==> src/hdl/lbp_3x3_code_stream_assert.svh <==
// ----------------------------------------------------------------------------
// LBP assertion macros
// Shared property forms for the LBP code stream; clk and rst_n must be in scope.
// ----------------------------------------------------------------------------
`ifndef LBP_3X3_CODE_STREAM_ASSERT_SVH
`define LBP_3X3_CODE_STREAM_ASSERT_SVH

// consequent must hold in the same cycle as the antecedent
`define LBP_ASSERT_SAME(label, ante, cons) \
    label: assert property (@(posedge clk) disable iff (!rst_n) (ante) |-> (cons)) \
        else $error("LBP assertion failed in the same cycle");

// consequent must hold in the cycle after the antecedent
`define LBP_ASSERT_NEXT(label, ante, cons) \
    label: assert property (@(posedge clk) disable iff (!rst_n) (ante) |=> (cons)) \
        else $error("LBP assertion failed one cycle later");

`endif

==> src/hdl/lbp_pkg.sv <==
// ----------------------------------------------------------------------------
// LBP package
// Sizes, types and register codes shared by the LBP code stream modules.
// ----------------------------------------------------------------------------
package lbp_pkg;

    localparam int MAX_WIDTH      = 1024;
    localparam int PIXEL_BITS     = 8;
    localparam int MIN_DIM        = 3;
    localparam int COL_BITS       = $clog2(MAX_WIDTH);
    localparam int WIDTH_BITS     = 11;
    localparam int HEIGHT_BITS    = 12;
    localparam int PIXEL_PORT     = 8;
    localparam int CODE_BITS      = 8;
    localparam int CFG_INDEX_BITS = 4;
    localparam int CFG_DATA_BITS  = 12;
    localparam int OUT_DEPTH      = 3;
    localparam int LEVEL_BITS     = $clog2(OUT_DEPTH + 1);
    localparam int PTR_BITS       = $clog2(OUT_DEPTH);

    localparam logic [WIDTH_BITS-1:0]  WIDTH_RESET  = WIDTH_BITS'(640);
    localparam logic [HEIGHT_BITS-1:0] HEIGHT_RESET = HEIGHT_BITS'(480);

    // code bit positions
    localparam int BIT_TOP_LEFT  = 7;
    localparam int BIT_TOP       = 6;
    localparam int BIT_TOP_RIGHT = 5;
    localparam int BIT_RIGHT     = 4;
    localparam int BIT_BOT_RIGHT = 3;
    localparam int BIT_BOTTOM    = 2;
    localparam int BIT_BOT_LEFT  = 1;
    localparam int BIT_LEFT      = 0;

    typedef logic [PIXEL_BITS-1:0] pix_t;
    typedef logic [COL_BITS-1:0]   col_t;
    typedef logic [HEIGHT_BITS-1:0] row_t;

    typedef enum logic [CFG_INDEX_BITS-1:0] {
        REG_IMAGE_WIDTH  = CFG_INDEX_BITS'(0),
        REG_IMAGE_HEIGHT = CFG_INDEX_BITS'(1)
    } cfg_reg_t;

    // control carried with a pixel into the window stage
    typedef struct packed {
        logic emit;
        logic row_end;
        logic frame_end;
        col_t col;
    } lbp_ctl_t;

    // one result word
    typedef struct packed {
        logic [CODE_BITS-1:0] code;
        logic                 row_end;
        logic                 frame_end;
    } lbp_word_t;

endpackage

==> src/hdl/lbp_out_fifo.sv <==
// ----------------------------------------------------------------------------
// LBP output queue
// Small register queue that decouples result words from the receiver.
// ----------------------------------------------------------------------------
module lbp_out_fifo
    import lbp_pkg::*;
(
    input  logic                  clk,
    input  logic                  rst_n,
    input  logic                  push,
    input  lbp_word_t             push_word,
    input  logic                  out_ready,
    output logic                  out_valid,
    output lbp_word_t             out_word,
    output logic [LEVEL_BITS-1:0] level
);

    `include "lbp_3x3_code_stream_assert.svh"

    lbp_word_t             slot_reg [OUT_DEPTH];
    logic [PTR_BITS-1:0]   wr_ptr_reg;
    logic [PTR_BITS-1:0]   wr_ptr_next;
    logic [PTR_BITS-1:0]   rd_ptr_reg;
    logic [PTR_BITS-1:0]   rd_ptr_next;
    logic [LEVEL_BITS-1:0] level_reg;
    logic [LEVEL_BITS-1:0] level_next;
    logic                  pop;

    assign out_valid = (level_reg != '0);
    assign out_word  = slot_reg[rd_ptr_reg];
    assign level     = level_reg;
    assign pop       = out_valid && out_ready;

    // advance pointers and fill level
    always_comb
    begin
        wr_ptr_next = wr_ptr_reg;
        rd_ptr_next = rd_ptr_reg;
        level_next  = level_reg;
        if (push)
        begin
            wr_ptr_next = (wr_ptr_reg == PTR_BITS'(OUT_DEPTH - 1)) ? '0
                                                                   : wr_ptr_reg + 1'b1;
        end
        if (pop)
        begin
            rd_ptr_next = (rd_ptr_reg == PTR_BITS'(OUT_DEPTH - 1)) ? '0
                                                                   : rd_ptr_reg + 1'b1;
        end
        if (push && !pop)
        begin
            level_next = level_reg + 1'b1;
        end
        else if (!push && pop)
        begin
            level_next = level_reg - 1'b1;
        end
    end

    always_ff @(posedge clk or negedge rst_n)
    begin
        if (!rst_n)
        begin
            wr_ptr_reg <= '0;
            rd_ptr_reg <= '0;
            level_reg  <= '0;
        end
        else
        begin
            wr_ptr_reg <= wr_ptr_next;
            rd_ptr_reg <= rd_ptr_next;
            level_reg  <= level_next;
        end
    end

    // store the incoming word
    always_ff @(posedge clk)
    begin
        if (push)
        begin
            slot_reg[wr_ptr_reg] <= push_word;
        end
    end

    `LBP_ASSERT_SAME(a_no_overflow, push, level_reg != LEVEL_BITS'(OUT_DEPTH))
    `LBP_ASSERT_NEXT(a_fill_up, push && !pop, level_reg == $past(level_reg) + 1'b1)
    `LBP_ASSERT_NEXT(a_drain, !push && pop, level_reg == $past(level_reg) - 1'b1)

endmodule
==> config.mk <==
export PLATFORM = sky130hd
export DESIGN_NAME = lbp_out_fifo
export DESIGN_NICKNAME = d
export VERILOG_FILES = /design/src/hdl/lbp_pkg.sv /design/src/hdl/lbp_out_fifo.sv
export VERILOG_INCLUDE_DIRS = /design/src /design/src/hdl
export SDC_FILE = /design/constraint.sdc
export NUM_CORES = 1
export LEC_CHECK = 0
export BUFFER_PORTS_ARGS = -buffer_cell sky130_fd_sc_hd__buf_4
export CAP_MARGIN = 20
export CORE_UTILIZATION = 57
export DETAILED_ROUTE_END_ITERATION = 8
export GPL_TIMING_DRIVEN = 0
export MAX_ROUTING_LAYER = met4
export PLACE_DENSITY_LB_ADDON = 0.05
export SLEW_MARGIN = 0
export SYNTH_ARGS = -nofsm -noshare
export SYNTH_HDL_FRONTEND = slang
export SYNTH_SLANG_ARGS = --single-unit
export TNS_END_PERCENT = 5
==> constraint.sdc <==
create_clock -name clk -period 4.2 [get_ports clk]
set_clock_uncertainty 0.15 [all_clocks]
set_input_delay 0.42 -clock clk [delete_from_list [all_inputs] [get_ports clk]]
set_output_delay 0.42 -clock clk [all_outputs]
set_load 0.03 [all_outputs]
== Word level (Yosys, flattened, before mapping) ==
Memory sizes are Yosys's and may differ from the RTL's.
Index checks and enable logic that the tools add are counted.
Word-level totals
  logic and storage cells: 23
  memory bits (writable): 30
  register bits after elaboration: 6
  memories: 1
  input bits: 14
  output and inout port bits: 13
Memory list
  slot_reg: depth 3, width 10, read ports 1, clocked after Yosys merged registers in 0, write ports 1, line lbp_out_fifo.sv:20  | lbp_word_t slot_reg [OUT_DEPTH];
Cells by class
  add/subtract/negate cells: 4
  reduce and logical (&&, ||, !) cells: 7
  muxes and demuxes: 6
  equal/unequal tests: 2
Operator list (number)
  two-way mux 2 bit: 4
  adder 2 x 1 -> 2 bit, second input constant: 3
  == test 2 bit, second input constant: 2
  nonzero test 2 bit: 2
  logical AND 1 bit: 3
  zero test 1 bit: 2
  two-way mux 1 bit: 2
  subtractor 2 x 1 -> 2 bit, second input constant: 1

== Longest topological paths before layout ==
Gate-level depths: netlist of run 1.
  word-level depth: 5
  mapped depth: 5
  depth with buffers taken out: 5

== Worst setup path before layout of run 1 ==
Ideal clock, no wire load.
  path kind: in2reg
  start point: in push
  end point: mem slot_reg[2][0] (netlist bit) (enable)
  arrival: 1.289 ns
  setup slack: 2.369 ns
  path buffers: 0
  cell stages on the path: 2
  setup time: 0.392 ns
  data required time: 3.658 ns
  cell sequence: inv_1 > nor3b_1
On the way
  cells in the longest elaborated chain, start to end: 2
Ends and longest elaborated chain
  start: declaration: line lbp_out_fifo.sv:10  | input logic push,
  two-way mux 1 bit: line lbp_out_fifo.sv:79  | if (push)
  two-way mux 1 bit (implied by the code): line lbp_out_fifo.sv:81  | slot_reg[wr_ptr_reg] <= push_word;
  end: declaration: line lbp_out_fifo.sv:20
Every way passes these cells.

==> impl_metrics.prom, run 1 <==
# TYPE chip_impl_metric gauge
chip_impl_info{name="outcome",value="finished clean"} 1
chip_impl_metric{name="dp_hpwl",unit="mm"} 1.32
chip_impl_metric{name="netlist_instances",unit=""} 88
chip_impl_metric{name="power_density",unit="mW/mm^2"} 714
chip_impl_info{name="tritoncts",value="yes"} 1
chip_impl_metric{name="die_area",unit="mm^2"} 0.00263
chip_impl_metric{name="finish.cell_count_without_fillers",unit=""} 151
chip_impl_metric{name="clock_sinks",unit=""} 36
chip_impl_metric{name="area.growth.synth_to_final",unit="%"} 21.6
chip_impl_info{name="cell_type_contributing_the_most_total_cell_area_after_synthesis",value="sky130_fd_sc_hd__edfxtp_1"} 1
chip_impl_metric{name="post_cts_resized",unit=""} 0
chip_impl_metric{name="clkTransAtPathRegs",unit="ps"} 100
chip_impl_metric{name="routed_wirelength",unit="mm"} 2.05
chip_impl_info{name="critical_path.cell_chain",value="buf_6, mux2i_1, o21ai_1, buf_4"} 1
chip_impl_metric{name="fmaxAchievable",unit="GHz"} 0.499
chip_impl_metric{name="synth_seq_cells",unit=""} 36
chip_impl_metric{name="power_report.internal_total",unit="W"} 0.000738
chip_impl_metric{name="number_of_max_slew_violations_in_the_final_report",unit=""} 0
chip_impl_metric{name="layout-drive-gt1-share",unit=""} 0.317
chip_impl_metric{name="syn-num-nets",unit=""} 103
chip_impl_metric{name="grt_pass1_wl",unit="mm"} 3.24
chip_impl_metric{name="route.detailed.wl_per_inst",unit="um"} 13.5
chip_impl_info{name="worstSetupPathType",value="reg -> out"} 1
chip_impl_metric{name="comb_power_share",unit=""} 0.438
chip_impl_metric{name="power_leakage",unit="nW"} 0.669
chip_impl_metric{name="numPortBuffers",unit=""} 26
chip_impl_metric{name="remaining_drc_errors",unit=""} 0
chip_impl_metric{name="dr.first_iter.drc_count",unit=""} 18
chip_impl_metric{name="timing_hold_violations_final",unit=""} 0
chip_impl_metric{name="start_util",unit=""} 0.614
chip_impl_metric{name="cts_hold_repair.buffers",unit=""} 1
chip_impl_info{name="startpoint_type",value="flip-flop"} 1
chip_impl_metric{name="finalCriticalPeriod",unit="ps"} 2000
chip_impl_metric{name="number_of_nets_with_antenna_violations_after_detailed_routing",unit=""} 0
chip_impl_metric{name="clock_tree.buffer_depth",unit=""} 2
chip_impl_info{name="cts_root_buffer",value="sky130_fd_sc_hd__clkbuf_4"} 1
chip_impl_metric{name="total_power",unit="W"} 0.00120
chip_impl_metric{name="worst_path_largest_cell_delay",unit="ps"} 450
chip_impl_metric{name="drt-vias-per-instance",unit=""} 5.25
chip_impl_metric{name="place_ws",unit="ps"} 2320
chip_impl_metric{name="ys_seq_area_frac",unit=""} 0.759
chip_impl_metric{name="htree_num_levels",unit=""} 2
chip_impl_metric{name="boundaryPins",unit=""} 27
chip_impl_metric{name="cts_setup_buffers",unit=""} 0
chip_impl_metric{name="maximum_number_of_pins_on_one_net_before_global_route_repair",unit=""} 12
chip_impl_metric{name="cts-buffers-inserted",unit=""} 5
chip_impl_metric{name="globalplace.congestion",unit=""} 0.651
chip_impl_metric{name="clock_power_share",unit=""} 0.135
chip_impl_metric{name="via_count",unit=""} 792
chip_impl_metric{name="layout.nets",unit=""} 137
chip_impl_metric{name="design.core.area",unit="mm^2"} 0.00225
chip_impl_metric{name="critical_path_arrival",unit="ps"} 1430
chip_impl_metric{name="die_h",unit="um"} 51.3
chip_impl_metric{name="core.rowCount",unit=""} 17
chip_impl_metric{name="synthDominantCellAreaShare",unit=""} 0.650
chip_impl_metric{name="max_cap_viol_count",unit=""} 0
chip_impl_metric{name="power_switching",unit="W"} 0.000465
chip_impl_metric{name="die_width",unit="um"} 51.3
chip_impl_metric{name="grt_pass1_vias",unit=""} 749
chip_impl_metric{name="first_pass_iters",unit=""} 4
chip_impl_metric{name="placed_cells_incl_taps",unit=""} 142
chip_impl_metric{name="critical_path_required",unit="ps"} 3630
chip_impl_metric{name="largest_register_ff_count",unit=""} 30
chip_impl_info{name="rsz0062_at_grt",value="false"} 1
chip_impl_info{name="class_of_the_worst_hold_path",value="in -> reg"} 1
chip_impl_metric{name="switching_share",unit=""} 0.387
chip_impl_metric{name="insertedDiodeCount",unit=""} 0
chip_impl_metric{name="irDropWorstVdd",unit="mV"} 0.515
chip_impl_metric{name="finalCritPeriodShare",unit=""} 0.477
chip_impl_metric{name="timing.setup.tns",unit="ps"} 0
chip_impl_metric{name="reg2reg_setup_slack",unit="ps"} 2480
chip_impl_metric{name="slew_headroom",unit=""} 0.382
chip_impl_metric{name="critical_path_peak_fanout",unit=""} 10
chip_impl_metric{name="setup_viol_count_final",unit=""} 0
chip_impl_metric{name="worstMarginPinSlew",unit="ps"} 924
chip_impl_metric{name="synth_area",unit="mm^2"} 0.00139
chip_impl_metric{name="grt_antenna_before_repair",unit=""} 0
chip_impl_info{name="synth_area_leaders",value="sky130_fd_sc_hd__edfxtp_1, sky130_fd_sc_hd__dfrtp_1, sky130_fd_sc_hd__mux2i_1, sky130_fd_sc_hd__nand2_1, sky130_fd_sc_hd__o21ai_1"} 1
chip_impl_metric{name="ys_types",unit=""} 21
chip_impl_metric{name="grt.total_usage",unit=""} 0.194
chip_impl_metric{name="sequentialPowerShare",unit=""} 0.427
chip_impl_info{name="critPathSlowestCell",value="sky130_fd_sc_hd__dfrtp_1"} 1
chip_impl_metric{name="fillerInstances",unit=""} 152
chip_impl_metric{name="post_synthesis_area_per_instance",unit="um^2"} 15.7
chip_impl_metric{name="synthesis.yosys.warnings",unit=""} 0
chip_impl_info{name="critPathCaptureType",value="output pin"} 1
chip_impl_metric{name="globalRoute.totalOverflow",unit=""} 0
chip_impl_metric{name="setup_ws",unit="ps"} 2200
chip_impl_metric{name="insertion_delay",unit="ps"} 320
[stage by stage]
step | util | hold WS, ps | area, um^2
2_1_floorplan | - | -25.6 | 1390
3_3_place_gp | 0.716 | 78.7 | 1620
3_5_place_dp | 0.721 | 80.2 | 1630
4_1_cts | 0.747 | 120 | 1680
5_1_grt | 0.747 | 104 | 1680
6_report | 0.747 | 129 | 1680
[Yosys cell counts]
master	n
sky130_fd_sc_hd__nor3_1	2
sky130_fd_sc_hd__buf_6	1
sky130_fd_sc_hd__nand2_1	12
sky130_fd_sc_hd__xor2_1	2
sky130_fd_sc_hd__mux2i_1	10
sky130_fd_sc_hd__a21o_1	2
sky130_fd_sc_hd__dfrtp_1	6
sky130_fd_sc_hd__inv_1	1
sky130_fd_sc_hd__a21o_2	1
sky130_fd_sc_hd__clkbuf_2	1
sky130_fd_sc_hd__ha_1	1
sky130_fd_sc_hd__nor3b_1	1
sky130_fd_sc_hd__o21ai_0	3
sky130_fd_sc_hd__edfxtp_1	30
sky130_fd_sc_hd__nor2_1	2
sky130_fd_sc_hd__or2_2	1
sky130_fd_sc_hd__buf_2	1
sky130_fd_sc_hd__o21ai_2	1
sky130_fd_sc_hd__xnor2_1	1
sky130_fd_sc_hd__o21ai_1	8
sky130_fd_sc_hd__nand2b_1	1
[final timing paths]
kind	start	end	cells after the start
worst max register to register	wr_ptr_reg[0]$_DFFE_PN0P_	slot_reg[1][7]$_DFFE_PP_	2
worst max-delay path	rd_ptr_reg[0]$_DFFE_PN0P_	out_word[0]	4
min in group asynchronous	rst_n	wr_ptr_reg[1]$_DFFE_PN0P_	2
worst min-delay path	push_word[8]	slot_reg[1][8]$_DFFE_PP_	1
max in group asynchronous	rst_n	rd_ptr_reg[1]$_DFFE_PN0P_	2
worst min register to register	level[1]$_DFFE_PN0P_	level[1]$_DFFE_PN0P_	1
[critical path, delay by kind of cell, from the launching register on]
family	cells	cell delay (ps)
compound gates	1	80
buf+inv	2	370
flops	1	450
mux	1	210
[per-layer routing]
metal	global-route usage	vias up	wire, um
met5	-	-	0
met2	0.305	28	1020
li1	-	389	-
met3	0.0536	5	111
met1	0.220	370	881
met4	0.122	0	34
[layout by cell type (no fill, tap or decap), drive strengths merged, types with 3 or more instances in the layout]
master,count
nand2,12
clkbuf,8
o21ai,12
dfrtp,6
mux2i,10
edfxtp,30
a21o,3
buf,28
[kinds of logic after synthesis]
family / Yosys count / share of synthesized area
xor gates and xnor gates: 3 / 0.0190
buffers and inverters: 4 / 0.0181
DFF: 36 / 0.759
and+or+nand+nor: 19 / 0.0596
AOI/OAI and AO/OA: 15 / 0.0632
muxes: 10 / 0.0723
adders and majority gates: 1 / 0.00903
[final cells by class]
type / count / area, um^2 / share of cell area
Sequential cell: 36 / 1050 / 0.624
Clock inverter: 1 / 3.75 / 0.00223
Clock buffer: 7 / 45.0 / 0.0267
Inverter: 1 / 3.75 / 0.00223
Multi-Input combinational cell: 48 / 319 / 0.189
Tap cell: 28 / 35.0 / 0.0208
Buffer: 3 / 21.3 / 0.0126
Timing Repair Buffer: 27 / 205 / 0.122
[power groups by stage]
stage	clock [W]	combinational [W]	sequential, W
finish	0.000162	0.000527	0.000514
global route	0.000179	0.000571	0.000523
CTS	0.000166	0.000535	0.000515
detailed placement	0	0.000533	0.000523
global placement	0	0.000525	0.000517
floorplan	0	0.000336	0.000532
Power figures use the tool's default switching activity.
==> inputs of run 2 (changes only) <==
CORE_UTILIZATION = 53   (was 57)
clock period = 2 ns   (was 4.2 ns; I/O delays follow)
==> run 2 against run 1 <==
Compared with the run above:
- clock power rose to 3.1 times the previous value
- design area grew 7.9%
- wire length increased by 9.9%
- power up 130%
- combinational power grew 110%
- largest cell class unchanged
==> impl_metrics.prom, run 2 (synthesis gave the netlist of run 1 again) <==
# TYPE chip_impl_metric gauge
chip_impl_info{name="outcome",value="finished clean"} 1
chip_impl_metric{name="multi_input_area",unit="um^2"} 319
chip_impl_metric{name="power_density",unit="mW/mm^2"} 1490
chip_impl_info{name="startpoint_type",value="flip-flop"} 1
chip_impl_metric{name="fillerInstances",unit=""} 163
chip_impl_metric{name="first_pass_iters",unit=""} 4
chip_impl_metric{name="placed_cells_incl_taps",unit=""} 144
chip_impl_metric{name="numPortBuffers",unit=""} 26
chip_impl_info{name="r2r-start",value="wr_ptr_reg[0]$_DFFE_PN0P_"} 1
chip_impl_metric{name="wl_met1",unit="um"} 947
chip_impl_metric{name="setup_viol_count_final",unit=""} 0
chip_impl_metric{name="insertion_delay",unit="ps"} 340
chip_impl_metric{name="wl_met3",unit="um"} 98
chip_impl_info{name="highest_layer",value="met4"} 1
chip_impl_metric{name="number_of_max_slew_violations_in_the_final_report",unit=""} 0
chip_impl_info{name="worstSetupStartpoint",value="rd_ptr_reg[0]$_DFFE_PN0P_"} 1
chip_impl_metric{name="max_cap_viol_count",unit=""} 0
chip_impl_metric{name="start_util",unit=""} 0.559
chip_impl_metric{name="die_width",unit="um"} 53.1
chip_impl_metric{name="finalCritPeriodShare",unit=""} 0.917
chip_impl_metric{name="die_h",unit="um"} 53.1
chip_impl_metric{name="design.core.area",unit="mm^2"} 0.00248
chip_impl_info{name="most_common_cell_after_layout_fill_and_taps_aside",value="sky130_fd_sc_hd__edfxtp_1"} 1
chip_impl_metric{name="grt_antenna_before_repair",unit=""} 0
chip_impl_metric{name="place_ws",unit="ps"} 236
chip_impl_metric{name="r2r_cells",unit=""} 2
chip_impl_metric{name="globalplace.congestion",unit=""} 0.660
chip_impl_metric{name="timing_hold_violations_final",unit=""} 0
chip_impl_metric{name="core.rowCount",unit=""} 18
chip_impl_metric{name="grt.total_usage",unit=""} 0.194
chip_impl_metric{name="clock_tree.buffer_depth",unit=""} 2
chip_impl_metric{name="largest_register_ff_count",unit=""} 30
chip_impl_metric{name="cts-buffers-inserted",unit=""} 5
chip_impl_info{name="rsz0062_at_grt",value="false"} 1
chip_impl_metric{name="grt_pass1_vias",unit=""} 806
chip_impl_info{name="tritoncts",value="yes"} 1
chip_impl_metric{name="clkTransAtPathRegs",unit="ps"} 100
chip_impl_info{name="r2r-end",value="slot_reg[1][3]$_DFFE_PP_"} 1
chip_impl_metric{name="power_leakage",unit="nW"} 0.725
chip_impl_metric{name="number_of_nets_with_antenna_violations_after_detailed_routing",unit=""} 0
chip_impl_metric{name="finalCriticalPeriod",unit="ps"} 1830
chip_impl_metric{name="grt_pass1_wl",unit="mm"} 3.42
chip_impl_metric{name="wl_met2",unit="mm"} 1.16
chip_impl_metric{name="via_count",unit=""} 846
chip_impl_metric{name="insertedDiodeCount",unit=""} 0
chip_impl_info{name="critPathCaptureType",value="output pin"} 1
chip_impl_info{name="cts_root_buffer",value="sky130_fd_sc_hd__clkbuf_4"} 1
chip_impl_metric{name="boundaryPins",unit=""} 27
chip_impl_metric{name="setup_ws",unit="ps"} 166
chip_impl_metric{name="dr.first_iter.drc_count",unit=""} 11
chip_impl_metric{name="route.detailed.wl_per_inst",unit="um"} 13.8
chip_impl_metric{name="drt-vias-per-instance",unit=""} 5.19
chip_impl_metric{name="fmaxAchievable",unit="GHz"} 0.545
chip_impl_metric{name="irDropWorstVdd",unit="mV"} 1.46
chip_impl_metric{name="maximum_number_of_pins_on_one_net_before_global_route_repair",unit=""} 13
chip_impl_info{name="layout.cells.most_common_list",value="sky130_fd_sc_hd__edfxtp_1, sky130_fd_sc_hd__buf_4, sky130_fd_sc_hd__nand2_1"} 1
chip_impl_metric{name="seq_area",unit="mm^2"} 0.00105
chip_impl_metric{name="area.growth.synth_to_final",unit="%"} 31.3
chip_impl_metric{name="routed_wirelength",unit="mm"} 2.25
chip_impl_metric{name="finish.cell_count_without_fillers",unit=""} 163
chip_impl_metric{name="layout.nets",unit=""} 147
chip_impl_metric{name="critical_path_peak_fanout",unit=""} 10
chip_impl_metric{name="htree_num_levels",unit=""} 2
chip_impl_info{name="crit_end",value="out_word[1]"} 1
chip_impl_metric{name="slew_headroom",unit=""} 0.356
chip_impl_metric{name="reg2reg_setup_slack",unit="ps"} 250
chip_impl_metric{name="critical_path_required",unit="ps"} 1650
chip_impl_metric{name="post_cts_resized",unit=""} 0
chip_impl_info{name="class_of_the_worst_hold_path",value="in -> async"} 1
chip_impl_metric{name="remaining_drc_errors",unit=""} 0
chip_impl_metric{name="layout-drive-gt1-share",unit=""} 0.316
chip_impl_metric{name="globalRoute.totalOverflow",unit=""} 0
chip_impl_metric{name="die_area",unit="mm^2"} 0.00282
chip_impl_info{name="worstSetupPathType",value="reg -> out"} 1
chip_impl_metric{name="worstMarginPinSlew",unit="ps"} 963
chip_impl_metric{name="worst_hold_slack",unit="ps"} 29.5
chip_impl_metric{name="clock_sinks",unit=""} 36
chip_impl_metric{name="critical_path_arrival",unit="ps"} 1480
## run 2: per-layer routing
layer / vias to the layer above / track usage
met5: - / -
met4: 0 / 0.0921
met1: 408 / 0.199
met2: 19 / 0.323
met3: 8 / 0.0776
li1: 411 / -
## run 2: power breakdown
part           total [W]  switching, W  internal [W]
clock           0.000496      0.000236      0.000260
sequential       0.00108     0.0000974      0.000984
combinational    0.00113      0.000689      0.000443
## run 2: stage by stage
step                power (W)  cell area (um^2)   util  TNS, ps
global placement      0.00219              1620  0.653    -4740
floorplan             0.00182              1390      -        0
global route          0.00285              1820  0.734        0
finish                0.00271              1820  0.734        0
detailed placement    0.00222              1630  0.657        0
CTS                   0.00273              1820  0.734        0
## run 2: how the worst min path moves through the flow
stage | slack, ps | cells past startpoint | startpoint | endpoint
final | 30 | 2 | rst_n | level[0]$_DFFE_PN0P_
after global routing | 30 | 2 | rst_n | level[1]$_DFFE_PN0P_
after CTS | 20 | 2 | rst_n | level[0]$_DFFE_PN0P_
after detailed placement | -140 | 1 | rst_n | level[0]$_DFFE_PN0P_
after global placement | -140 | 1 | rst_n | level[0]$_DFFE_PN0P_
after floorplan | -250 | 0 | rst_n | level[0]$_DFFE_PN0P_
## run 2: final cells by class
class,instances,area share
clock inverters,3,0.0234
inverters,1,0.00206
repair buffers,37,0.168
clock buffers,5,0.0206
flip-flops and latches,36,0.578
multi-input cells,48,0.175
plain buffers,3,0.0117
well taps,30,0.0206
## run 2: worst max-delay path, stage by stage (launching register included)
cell and delay [ps]:
sky130_fd_sc_hd__dfrtp_1 460, sky130_fd_sc_hd__buf_6 210, sky130_fd_sc_hd__mux2i_1 200, sky130_fd_sc_hd__o21ai_1 90
sky130_fd_sc_hd__buf_4 180
## run 2: repair_timing
action,4_1_cts,5_1_grt
endpoints found under the hold margin,36,0
setup buffers,0,0
hold buffers,11,0
