<file path="config.mk">
export PLATFORM = sky130hd
export DESIGN_NAME = lbp_window
export DESIGN_NICKNAME = d
export VERILOG_FILES = /design/src/hdl/lbp_3x3_code_stream_assert.svh /design/src/hdl/lbp_pkg.sv /design/src/hdl/lbp_window.sv
export SDC_FILE = /design/constraint.sdc
export NUM_CORES = 1
export LEC_CHECK = 0
export BUFFER_PORTS_ARGS = -buffer_cell sky130_fd_sc_hd__buf_2
export CORE_ASPECT_RATIO = 1.75
export CORE_MARGIN = 2
export CORE_UTILIZATION = 57
export CTS_CLUSTER_DIAMETER = 80
export DETAILED_ROUTE_END_ITERATION = 10
export PLACE_DENSITY = 0.8
export SYNTH_ARGS = -nofsm -noshare
export SYNTH_HDL_FRONTEND = slang
export SYNTH_SLANG_ARGS = --single-unit
</file>
<file path="constraint.sdc">
create_clock -name clk -period 1.6 [get_ports clk]
set_input_delay 0.08 -clock clk [delete_from_list [all_inputs] [get_ports clk]]
set_output_delay 0.08 -clock clk [all_outputs]
set_load 0.05 [all_outputs]
</file>
<file path="src/hdl/lbp_3x3_code_stream_assert.svh">
// ----------------------------------------------------------------------------
// LBP assertion macros
// Shared property forms for the LBP code stream; clk and rst_n must be in scope.
// ----------------------------------------------------------------------------
`ifndef LBP_3X3_CODE_STREAM_ASSERT_SVH
`define LBP_3X3_CODE_STREAM_ASSERT_SVH

// consequent must hold in the same cycle as the antecedent
`define LBP_ASSERT_SAME(label, ante, cons) \
    label: assert property (@(posedge clk) disable iff (!rst_n) (ante) |-> (cons)) \
        else $error("LBP assertion failed in the same cycle");

// consequent must hold in the cycle after the antecedent
`define LBP_ASSERT_NEXT(label, ante, cons) \
    label: assert property (@(posedge clk) disable iff (!rst_n) (ante) |=> (cons)) \
        else $error("LBP assertion failed one cycle later");

`endif

</file>
<file path="src/hdl/lbp_pkg.sv">
// ----------------------------------------------------------------------------
// LBP package
// Sizes, types and register codes shared by the LBP code stream modules.
// ----------------------------------------------------------------------------
package lbp_pkg;

    localparam int MAX_WIDTH      = 1024;
    localparam int PIXEL_BITS     = 8;
    localparam int MIN_DIM        = 3;
    localparam int COL_BITS       = $clog2(MAX_WIDTH);
    localparam int WIDTH_BITS     = 11;
    localparam int HEIGHT_BITS    = 12;
    localparam int PIXEL_PORT     = 8;
    localparam int CODE_BITS      = 8;
    localparam int CFG_INDEX_BITS = 4;
    localparam int CFG_DATA_BITS  = 12;
    localparam int OUT_DEPTH      = 3;
    localparam int LEVEL_BITS     = $clog2(OUT_DEPTH + 1);
    localparam int PTR_BITS       = $clog2(OUT_DEPTH);

    localparam logic [WIDTH_BITS-1:0]  WIDTH_RESET  = WIDTH_BITS'(640);
    localparam logic [HEIGHT_BITS-1:0] HEIGHT_RESET = HEIGHT_BITS'(480);

    // code bit positions
    localparam int BIT_TOP_LEFT  = 7;
    localparam int BIT_TOP       = 6;
    localparam int BIT_TOP_RIGHT = 5;
    localparam int BIT_RIGHT     = 4;
    localparam int BIT_BOT_RIGHT = 3;
    localparam int BIT_BOTTOM    = 2;
    localparam int BIT_BOT_LEFT  = 1;
    localparam int BIT_LEFT      = 0;

    typedef logic [PIXEL_BITS-1:0] pix_t;
    typedef logic [COL_BITS-1:0]   col_t;
    typedef logic [HEIGHT_BITS-1:0] row_t;

    typedef enum logic [CFG_INDEX_BITS-1:0] {
        REG_IMAGE_WIDTH  = CFG_INDEX_BITS'(0),
        REG_IMAGE_HEIGHT = CFG_INDEX_BITS'(1)
    } cfg_reg_t;

    // control carried with a pixel into the window stage
    typedef struct packed {
        logic emit;
        logic row_end;
        logic frame_end;
        col_t col;
    } lbp_ctl_t;

    // one result word
    typedef struct packed {
        logic [CODE_BITS-1:0] code;
        logic                 row_end;
        logic                 frame_end;
    } lbp_word_t;

endpackage

</file>
<file path="src/hdl/lbp_window.sv">
// ----------------------------------------------------------------------------
// LBP window stage
// Holds two window columns, forms the 8-bit code and shifts the window.
// ----------------------------------------------------------------------------
module lbp_window
    import lbp_pkg::*;
(
    input  logic      clk,
    input  logic      rst_n,
    input  logic      s1_valid,
    input  lbp_ctl_t  s1_ctl,
    input  pix_t      bot,
    input  pix_t      top,
    input  pix_t      mid,
    output logic      push,
    output lbp_word_t word
);

    // [0..2] top/mid/bottom of column c-2, [3..5] of column c-1
    pix_t win_reg  [6];
    pix_t win_next [6];
    pix_t centre;
    logic [CODE_BITS-1:0] code;

    assign centre = win_reg[4];

    // compare each neighbor against the center
    always_comb
    begin
        code = '0;
        code[BIT_TOP_LEFT]  = (win_reg[0] >= centre);
        code[BIT_TOP]       = (win_reg[3] >= centre);
        code[BIT_TOP_RIGHT] = (top >= centre);
        code[BIT_RIGHT]     = (mid >= centre);
        code[BIT_BOT_RIGHT] = (bot >= centre);
        code[BIT_BOTTOM]    = (win_reg[5] >= centre);
        code[BIT_BOT_LEFT]  = (win_reg[2] >= centre);
        code[BIT_LEFT]      = (win_reg[1] >= centre);
    end

    assign push           = s1_valid && s1_ctl.emit;
    assign word.code      = code;
    assign word.row_end   = s1_ctl.row_end;
    assign word.frame_end = s1_ctl.frame_end;

    // shift the window by one column
    always_comb
    begin
        win_next = win_reg;
        if (s1_valid)
        begin
            win_next[0] = win_reg[3];
            win_next[1] = win_reg[4];
            win_next[2] = win_reg[5];
            win_next[3] = top;
            win_next[4] = mid;
            win_next[5] = bot;
        end
    end

    always_ff @(posedge clk or negedge rst_n)
    begin
        if (!rst_n)
        begin
            for (int i = 0; i < 6; i++)
            begin
                win_reg[i] <= '0;
            end
        end
        else
        begin
            win_reg <= win_next;
        end
    end

endmodule

</file>
* Word level (Yosys, flattened, before mapping)
Index checks and enable logic that the tools add are counted.
Operators by class: $mul 0, div/mod/pow operators 0, magnitude comparators 8, bitwise operators 0, equal/unequal tests 0, reduce and logical (&&, ||, !) cells 1, $add $sub $neg 0, shift-type cells 0, mux-type cells 0
Operators with widths (count):
- 8-bit greater-or-equal comparator | 8
- 1-bit logical AND | 1
Storage, ports and cells: bits in latches 0, RAM bits 0, output and inout port bits 11, bits in read-only memories 0, bits in registers 48, memories kept 0

* Longest topological paths before layout
Gate-level depths: netlist of run 1.
word-level depth 1, depth in mapped cells 5

* Worst setup path before layout of run 1
OpenSTA, ideal clock, no wires.
kind reg2out, start point reg win_reg (netlist bit centre[6]), end point out word[6] (netlist name), buffers on the path 0, arrival 1690 ps, cell stages (with the launch flop) 6, setup slack -170 ps, cell sequence dfrtp_1 > inv_1 > ha_1 > and3_1 > nand3_1 > o21ai_1
RTL lines:
- start, declared | RTL line lbp_window.sv:20 | pix_t win_reg [6];
- start signal, assigned | RTL line lbp_window.sv:72 | win_reg <= win_next;
- end, declared | RTL line lbp_window.sv:16 | output lbp_word_t word

==> run metrics, run 1 <==
Synth-to-Final Area Change=35.72%; part of the Yosys area used for sequential elements=0.3675; critical path endpoint category=output pin; flops & latches, synth=48; Post-synth EDFFs=0; max incr delay on CP=0.43 ns; Setup WS post-layout=-0.5479 ns; asr flop ratio synth=1.000; htree depth=2; Die Ht=104.2 um; Least-Margin Pin Slew=0.4736 ns; pin count of the biggest net entering global routing=27; Critical Path Fanout Max=6; post-route antenna net violation count=0; Layout Nets=450; Hold Path Depth=3; synthesized cell area=3268 um2; maximum root-to-sink buffer count=2; CP max stage cell=dfrtp_1; Skew-Pair Late Insertion Delay=0.31 ns; TNS Setup=-3.866 ns; area share of the largest cell type after synthesis=0.3675; Final min period=2.148 ns; share of layout cells above drive strength 1=0.4928; Max-slew headroom=0.6843; PwrDens=1024 nW/um2; Mapped Cells=269; Multi-input gate area=2281 um2; total global-route track usage=0.2876; Crit path required time=1.52 ns; skew final=0.01025 ns; Vias=2534; post-route clock period utilization=1.342; Ys Warns=0; most numerous cell in the Yosys netlist=ha_1; Total Power=4.543 mW; non-filler cells in the finished layout=423; startpoint types=flip-flop; ports placed on the boundary=51; WL final=8687 um; diode count=0; Setup CP Type=flip-flop to output pin; Mapped Nets=373; unrepaired setup endpoints after global routing=true; Synth Flop Type=dfrtp_1; MaxCap Viol Count=0; vias per std cell=5.991; R2R cell count=4; initial antenna violation count=0; HP Class=input port to flip-flop; first-pass iteration count of the detailed router=4; fmax=0.4656 GHz; clock-pin slew on the worst setup and hold paths=0.09 ns; total grt overflow=0; post-detail-place hpwl=5150 um; Die ar.=6379 um2; CTS sink cnt=48; Post-synth top cells=ha_1, dfrtp_1, mux2_4, a21o_1, inv_1; Most Frequent Cell on Critical Path=buf_6; DR iter-0 viols=80; first-pass GRT wire length=13510 um; maximum VDD drop=722.6 uV; sequential cell area=1202 um2; status=finished with violations; Synth area leader=dfrtp_1; wire per inst=20.54 um; final setup vio count=8; crit path cell chain=clkinvlp_4 -> buf_6 -> ha_4 -> a21o_1 -> a221oi_4 -> o21ai_2 -> buf_6; top post-synthesis cells by area=dfrtp_1, ha_1, mux2_4; CTS Root Cell=clkbuf_8; row count=36; max reg flops=40; Distinct cells, synth=18; Final Max Slew Viols=0; core box area=5540 um2; placer congestion estimate=0.8444; TritonCTS clock tree=built; pre-CTS setup slack=-0.2693 ns; FILL cells=314; Crit path arrival time=2.07 ns; Hold Fails Final Rpt=0; failing checks=negative setup slack; dpl cells=404; DRC viols=0; Starting Density=0.5899; Leak=2.228 nW; Die X=61.24 um; vias in the first global route=2730; Post-Syn Area per Cell=12.15 um2; Num CTS Buffers=5; Port Buf Inserts=36
==> metal layers <==
layer,wire length (um),GRT usage
met5,0,0
met4,463,0.1630
met3,307,0.03980
met2,4684,0.4787
met1,3232,0.3347
==> per-stage QoR <==
stage                 util  hold slack [ns]  instance area [um2]
finish              0.8006         0.008791                 4436
global route        0.8006          0.01291                 4436
CTS                 0.7907         0.005834                 4380
detailed placement  0.6827          0.05645                 3782
global placement    0.6827          0.05062                 3782
floorplan                -          -0.2156                 3298
==> placed cells by master, fill, tap and decap left out <==
| cell type | instances |
|---|---|
| inv_4 | 1 |
| inv_1 | 9 |
| clkbuf_8 | 5 |
| o21ai_1 | 4 |
| ha_2 | 2 |
| a221oi_4 | 2 |
| mux2_2 | 1 |
| a31oi_1 | 5 |
| o21ai_0 | 8 |
| a21o_1 | 24 |
| ha_1 | 48 |
| and2_1 | 1 |
| buf_2 | 28 |
| nand3_2 | 2 |
| bufinv_16 | 3 |
| inv_2 | 4 |
| buf_12 | 4 |
| dfrtp_1 | 47 |
| nand3_1 | 6 |
| o21ai_2 | 8 |
| a221oi_2 | 6 |
| dlygate4sd3_1 | 4 |
| nand2_1 | 12 |
| a31oi_2 | 3 |
| buf_6 | 14 |
| buf_4 | 29 |
| clkinvlp_4 | 1 |
| and3_4 | 8 |
| mux2_4 | 35 |
| ha_4 | 14 |
| dfrtp_2 | 1 |
| nand2b_1 | 8 |
==> cells by family (layout without fill, tap and decap cells) <==
| logic type | Yosys count | in the layout | synth area share |
|---|---|---|---|
| AOI/OAI and AO/OA | 60 | 60 | 0.1225 |
| buffers and inverters | 24 | 102 | 0.04211 |
| DFF | 48 | 48 | 0.3675 |
| and+or+nand+nor | 37 | 37 | 0.05858 |
| adders and majority gates | 64 | 64 | 0.2450 |
| muxes | 36 | 36 | 0.1642 |
==> report_power, final <==
part           switching (mW)  internal, mW  total, mW
combinational           0.895         0.928       1.82
clock                   0.440         0.782       1.22
sequential              0.141          1.36       1.50
total                    1.48          3.07       4.54
==> final timing paths <==
kind | from | endpoint | slack, ns
max reg2reg | centre[3] | centre[3] | 0.44
max | centre[3] | word[2] | -0.55
min reg2reg | win_reg[0] | win_reg[24] | 0.51
max in group asynchronous | rst_n | win_reg[41] | 0.83
min in group asynchronous | rst_n | win_reg[2] | 0.25
min | mid[2] | centre[2] | 0.009
==> critical path, delay by kind of cell, from the launching register on <==
| kind | cells | cell delay (ns) |
|---|---|---|
| buf+inv | 3 | 0.58 |
| fa+ha+maj | 1 | 0.15 |
| compound gates | 3 | 0.60 |
| flops | 1 | 0.43 |
==> timing repair <==
item | in CTS | in global routing
buffers inserted | 3 | 4
hold endpoints to repair | 21 | 0
gates cloned | 0 | 0
endpoints found under the setup margin | 8 | 8
hold buffers | 4 | 0
pin swaps | 15 | 8
resized for setup | 63 | 8
==> area by class of cell <==
| class | instances | area share |
|---|---|---|
| multi-input cells | 197 | 0.5142 |
| repair buffers | 79 | 0.1433 |
| well taps | 76 | 0.02144 |
| inverters | 15 | 0.01410 |
| clock buffers | 5 | 0.01551 |
| clock inverters | 3 | 0.02031 |
| flip-flops and latches | 48 | 0.2711 |
No activity file was read; power rests on OpenSTA's default activity.
==> run 2: changes to the inputs <==
==> constraint.sdc (replaced) <==
create_clock -name clk -period 1.6 [get_ports clk]
set_input_delay 0 -clock clk [delete_from_list [all_inputs] [get_ports clk]]
set_output_delay 0 -clock clk [all_outputs]
set_load 0.05 [all_outputs]
==> run 2 against run 1 <==
Die area unchanged. The flow still finishes with violations (negative setup slack). Sequential share of layout area down 1.7 points. Critical path type unchanged. Sequential power is essentially flat. Routed wire length up 9.0%.
==> run metrics, run 2 (synthesis results as in run 1) <==
dpl cells=393 (was 404); WL final=9467 um (was 8687 um); post-route antenna net violation count=0 (unchanged); first-pass iteration count of the detailed router=4 (unchanged); post-route clock period utilization=1.247 (was 1.342); vias per std cell=5.878 (was 5.991); R2R cell count=4 (unchanged); Crit path required time=1.60 ns (was 1.52 ns); Critical Path Fanout Max=5 (was 6); P_sw=1.529 mW (was 1.476 mW); sequential cell area=1202 um2 (unchanged); Placed Area=3737 um2 (was 3782 um2); Max-slew headroom=0.6380 (was 0.6843); placer congestion estimate=0.8483 (was 0.8444); setup slack, reg-to-reg=0.42 ns (was 0.44 ns); status=finished with violations (unchanged); Setup CP Type=flip-flop to output pin (unchanged); max reg flops=40 (unchanged); Vias=2545 (was 2534); vias in the first global route=2769 (was 2730); wire per inst=21.86 um (was 20.54 um); row count=36 (unchanged); core box area=5540 um2 (unchanged); diode count=0 (unchanged); Clock power frac=0.205 (was 0.269); non-filler cells in the finished layout=433 (was 423); htree depth=2 (unchanged); post-route design area=4728 um2 (was 4436 um2); worst r2r src=centre[3] (unchanged); FILL cells=278 (was 314); DRC viols=0 (unchanged); MaxCap Viol Count=0 (unchanged); Port Buf Inserts=36 (unchanged); FF-to-FF End=centre[3] (unchanged); DR iter-0 viols=125 (was 80); Die X=61.24 um (unchanged); Leak=2.262 nW (was 2.228 nW); commonest non-fill, non-tap cell in the layout=dfrtp_1 (was ha_1); fmax=0.5012 GHz (was 0.4656 GHz); Final Max Slew Viols=0 (unchanged); maximum VDD drop=787.7 uV (was 722.6 uV); Skew-Pair Late Insertion Delay=0.32 ns (was 0.31 ns); Hold Path Depth=0 (was 3); crit path cell chain=clkinvlp_4 -> buf_12 -> ha_4 -> a21o_1 -> a221oi_2 -> o21ai_2 -> buf_6 (was clkinvlp_4 -> buf_6 -> ha_4 -> a21o_1 -> a221oi_4 -> o21ai_2 -> buf_6); Multi-input gate area=2454 um2 (was 2281 um2); startpoint types=flip-flop (unchanged); first-pass GRT wire length=14510 um (was 13510 um); skew final=0.008876 ns (was 0.01025 ns); total global-route track usage=0.3182 (was 0.2876); most frequent cells in the layout=dfrtp_1, mux2_4, ha_1 (was ha_1, dfrtp_1, mux2_4); combinational power share=0.447 (was 0.401); failing checks=negative setup slack (unchanged); clock-pin slew on the worst setup and hold paths=0.09 ns (about the same); ports placed on the boundary=51 (unchanged); CP max stage cell=dfrtp_1 (unchanged); TritonCTS clock tree=built (unchanged); Final min period=1.995 ns (was 2.148 ns); maximum root-to-sink buffer count=2 (unchanged); Hold Fails Final Rpt=0 (unchanged); Setup WS post-layout=-0.3952 ns (was -0.5479 ns); PwrDens=923.3 nW/um2 (was 1024 nW/um2); Crit path arrival time=2.00 ns (was 2.07 ns); final setup vio count=8 (unchanged); post-detail-place hpwl=5111 um (was 5150 um); Least-Margin Pin Slew=0.5431 ns (was 0.4736 ns); max incr delay on CP=0.43 ns (about the same); Num CTS Buffers=5 (unchanged); Hold Crit Endpoint=word[1] (was centre[2]); CTS sink cnt=48 (unchanged); unrepaired setup endpoints after global routing=true (unchanged); Layout Nets=460 (was 450); hold_sp=s1_ctl[11] (was mid[2]); Starting Density=0.5899 (unchanged); Int Power=2.836 mW (was 3.067 mW); initial antenna violation count=0 (unchanged); Die Ht=104.2 um (unchanged); total grt overflow=0 (unchanged); sequential share of power=0.348 (was 0.330); Die ar.=6379 um2 (unchanged); HP Class=input port to output pin (was input port to flip-flop); share of layout cells above drive strength 1=0.4874 (was 0.4928); CTS Root Cell=clkbuf_8 (unchanged); critical path endpoint category=output pin (unchanged); pin count of the biggest net entering global routing=62 (was 27); Switching Fraction=0.3502 (was 0.3249); Synth-to-Final Area Change=44.68% (was 35.72%)
-- run 2: through the flow --
stage | setup slack [ns] | utilization | TNS [ns] | hold slack (ns) | power, mW
global route | -0.4662 | 0.8534 | -3.147 | 0.0001340 | 4.573
floorplan | 0.07860 | - | 0 | -0.2956 | 2.400
detailed placement | -0.1403 | 0.6746 | -0.6573 | 0.0003409 | 2.842
global placement | -0.05585 | 0.6746 | -0.2406 | 0.0003409 | 2.759
CTS | -0.2791 | 0.8433 | -2.107 | 0.0003409 | 4.199
finish | -0.3952 | 0.8534 | -2.642 | 0.00001805 | 4.365
-- run 2: power groups by stage --
stage | Sequential, mW | Clock, mW | Combinational [mW]
after floorplan | 1.45 | 0 | 0.948
after global placement | 1.48 | 0 | 1.28
after detailed placement | 1.49 | 0 | 1.35
after CTS | 1.50 | 0.896 | 1.80
after global routing | 1.53 | 0.957 | 2.09
final | 1.52 | 0.895 | 1.95
-- run 2: timing repair --
item | 4_1_cts | 5_1_grt
setup buffers | 5 | 2
hold buffers | 25 | 0
cloned | 0 | 0
gates resized for setup | 83 | 5
endpoints found under the setup margin | 8 | 8
pin swaps | 27 | 16
endpoints found under the hold margin | 45 | 0
-- run 2: worst max-delay path by stage --
stage	startpoint	to	slack [ns]	cells past startpoint
after floorplan	centre[6]	word[6]	0.08	5
after global routing	centre[3]	word[6]	-0.47	7
after detailed placement	centre[6]	word[6]	-0.14	7
final	centre[3]	word[6]	-0.40	7
after global placement	centre[4]	word[4]	-0.06	7
after CTS	centre[6]	word[5]	-0.28	7
-- run 2: critical path, delay by kind of cell (launching register included) --
family | cells | cell delay, ns
AO/OA/AOI/OAI | 3 | 0.61
adder cells (fa/ha/maj) | 1 | 0.14
buffers and inverters | 3 | 0.48
flip-flops | 1 | 0.43
-- run 2: cell type report --
type | instances | share of cell area
multi-input cells | 197 | 0.5189
clock buffers | 6 | 0.01535
repair buffers | 89 | 0.1712
well taps | 76 | 0.02011
clock inverters | 2 | 0.007409
inverters | 15 | 0.01270
flip-flops and latches | 48 | 0.2543
-- run 2: routing by layer --
layer | global-route usage | vias to the layer above | routed length [um]
met5 | 0 | - | 0
met4 | 0.1258 | 0 | 265
met3 | 0.06841 | 21 | 272
met2 | 0.5540 | 64 | 5308
met1 | 0.3570 | 1290 | 3620
li1 | - | 1170 | -
==> run 3: changes to the inputs <==
--- a/config.mk
+++ b/config.mk
@@ -8,10 +8,10 @@
 export BUFFER_PORTS_ARGS = -buffer_cell sky130_fd_sc_hd__buf_2
 export CORE_ASPECT_RATIO = 1.75
 export CORE_MARGIN = 2
-export CORE_UTILIZATION = 57
+export CORE_UTILIZATION = 52
 export CTS_CLUSTER_DIAMETER = 80
 export DETAILED_ROUTE_END_ITERATION = 10
-export PLACE_DENSITY = 0.8
+export PLACE_DENSITY = 0.77
 export SYNTH_ARGS = -nofsm -noshare
 export SYNTH_HDL_FRONTEND = slang
 export SYNTH_SLANG_ARGS = --single-unit
==> constraint.sdc (replaced) <==
create_clock -name clk -period 1.75 [get_ports clk]
set_input_delay 0 -clock clk [delete_from_list [all_inputs] [get_ports clk]]
set_output_delay 0 -clock clk [all_outputs]
set_load 0.05 [all_outputs]
==> run 3 against run 2 <==
The flow still finishes with violations (negative setup slack). Routed wire length decreased by 13%. Final cell count decreased by 2.1%. Clock-buffer cell count increased by 2. Via count decreased by 5.2%. Highest routed layer unchanged. Power decreased by 16%. Global-route usage decreased by 9.1 points. Largest power group unchanged. Critical path depth unchanged.
==> run metrics, run 3 (synthesis results as in run 1) <==
status=finished with violations (unchanged); failing checks=negative setup slack (unchanged); post-detail-place hpwl=4627 um (was 5111 um); max reg flops=40 (unchanged); startpoint types=flip-flop (unchanged); first-pass iteration count of the detailed router=4 (unchanged); final setup vio count=8 (unchanged); Hold Path Depth=0 (unchanged); initial antenna violation count=0 (unchanged); Setup WS post-layout=-0.2435 ns (was -0.3952 ns); critical path endpoint category=output pin (unchanged); WL final=8259 um (was 9467 um); MaxCap Viol Count=0 (unchanged); htree depth=2 (unchanged); Top Layer Used=met4 (unchanged); DR iter-0 viols=129 (was 125); Skew-Pair Late Insertion Delay=0.32 ns (about the same); total grt overflow=0 (unchanged); Critical Path Fanout Max=7 (was 5); maximum VDD drop=436.7 uV (was 787.7 uV); post-route clock period utilization=1.139; total global-route track usage=0.2270 (was 0.3182); Crit path arrival time=1.99 ns (was 2.00 ns); R2R cell count=2 (was 4); CP max stage cell=dfrtp_1 (unchanged); Die X=63.93 um (was 61.24 um); Crit path required time=1.75 ns (was 1.60 ns); Hold Fails Final Rpt=0 (unchanged); Layout Utilization=0.7258 (was 0.8534); pin count of the biggest net entering global routing=49 (was 62); Num CTS Buffers=5 (unchanged); TritonCTS clock tree=built (unchanged); post-route antenna net violation count=0 (unchanged); ports placed on the boundary=51 (unchanged); PwrDens=821.2 nW/um2 (was 923.3 nW/um2); wire per inst=19.48 um (was 21.86 um); DRC viols=0 (unchanged); clock-pin slew on the worst setup and hold paths=0.08 ns (was 0.09 ns); Total Power=3.656 mW (was 4.365 mW); Final Max Slew Viols=0 (unchanged); maximum root-to-sink buffer count=2 (unchanged); unrepaired setup endpoints after global routing=true (unchanged); WL met1=3315 um (was 3620 um); vias per std cell=5.691 (was 5.878); Die ar.=6960 um2 (was 6379 um2); Leak=2.163 nW (was 2.262 nW); core box area=6133 um2 (was 5540 um2); vias in the first global route=2547 (was 2769); Die Ht=108.9 um (was 104.2 um); WL met3=194 um (was 272 um); fmax=0.5016 GHz; met2 WL=4509 um (was 5308 um); max incr delay on CP=0.39 ns (was 0.43 ns); row count=38 (was 36); Layout Nets=447 (was 460); Max-slew headroom=0.5802 (was 0.6380); most frequent cells in the layout=dfrtp_1, ha_1, mux2_4 (was dfrtp_1, mux2_4, ha_1); Setup CP Type=flip-flop to output pin (unchanged); Vias=2413 (was 2545); skew final=0.009199 ns (was 0.008876 ns); Least-Margin Pin Slew=0.6298 ns (was 0.5431 ns); CTS sink cnt=48 (unchanged); placer congestion estimate=0.8538 (was 0.8483); share of layout cells above drive strength 1=0.4128 (was 0.4874); crit path cell chain=inv_2 -> buf_12 -> ha_1 -> and3_4 -> a221oi_2 -> o21ai_1 -> buf_6 (was clkinvlp_4 -> buf_12 -> ha_4 -> a21o_1 -> a221oi_2 -> o21ai_2 -> buf_6); diode count=0 (unchanged); Final min period=1.993 ns; CTS Root Cell=clkbuf_8 (unchanged); HP Class=input port to output pin (unchanged); first-pass GRT wire length=12150 um (was 14510 um); Synth-to-Final Area Change=36.22% (was 44.68%); Port Buf Inserts=36 (unchanged); commonest non-fill, non-tap cell in the layout=dfrtp_1 (unchanged); Starting Density=0.5328 (was 0.5899)
run 3: cell count changes in the layout (fill, tap and decap cells not counted), moves of 4 or more:
cell and change:
buf_4 -7, buf_6 -5, ha_1 +9, ha_4 -7, o21ai_1 +4, o21ai_2 -4
run 3: area by class of cell:
class	count	area [um2]
multi-input combinational	197	2342
fill	389	1682
sequential	48	1202
timing repair buffer	76	660.6
tap	80	100.1
clock buffer	8	90.09
inverter	15	56.30
run 3: where the power goes:
part | switching, mW | leakage [nW] | total [mW] | internal (mW)
Combinational | 0.774 | 1.55 | 1.58 | 0.809
Sequential | 0.133 | 0.570 | 1.37 | 1.24
Clock | 0.375 | 0.0455 | 0.698 | 0.323
run 3: final timing paths:
path                             start           to  slack, ns
min in group asynchronous        rst_n   win_reg[2]       0.29
hold reg to reg            win_reg[16]  win_reg[40]       0.49
hold / removal              s1_ctl[11]      word[1]    0.00002
max in group asynchronous        rst_n    centre[0]       0.96
setup / recovery             centre[7]      word[4]      -0.24
setup reg to reg             centre[3]    centre[3]       0.78
run 3: what timing repair did:
item                                    4_1_cts  5_1_grt
pin swaps                                    16        9
hold endpoints to repair                     72        1
hold buffers                                 27        1
buffers inserted                              1        1
endpoints found under the setup margin        8        9
gates resized for setup                      47       22
run 3: stage by stage:
stage	hold slack, ns	cell area, um2	cells	setup WS (ns)	TNS (ns)
after global routing	0.00008801	4452	424	-0.3562	-1.989
final	0.00001715	4452	424	-0.2435	-1.299
after floorplan	-0.2956	3268	269	0.06037	0
after detailed placement	0.0005889	3612	387	0.09262	0
after CTS	0.0005889	4260	423	-0.1212	-0.8549
after global placement	0.0005889	3612	387	0.1336	0
run 3: routing by layer:
layer / up-vias / track usage
met4: 0 / 0.1009
met5: - / 0
met2: 44 / 0.4040
met1: 1209 / 0.2583
li1: 1141 / -
met3: 19 / 0.04644
run 3: worst max-delay path: cells and delay by family, from the launching register on:
kind / cells / cell delay, ns
DFF: 1 / 0.39
AOI/OAI and AO/OA: 2 / 0.41
buffers and inverters: 3 / 0.38
and+or+nand+nor: 1 / 0.19
adders and majority gates: 1 / 0.31
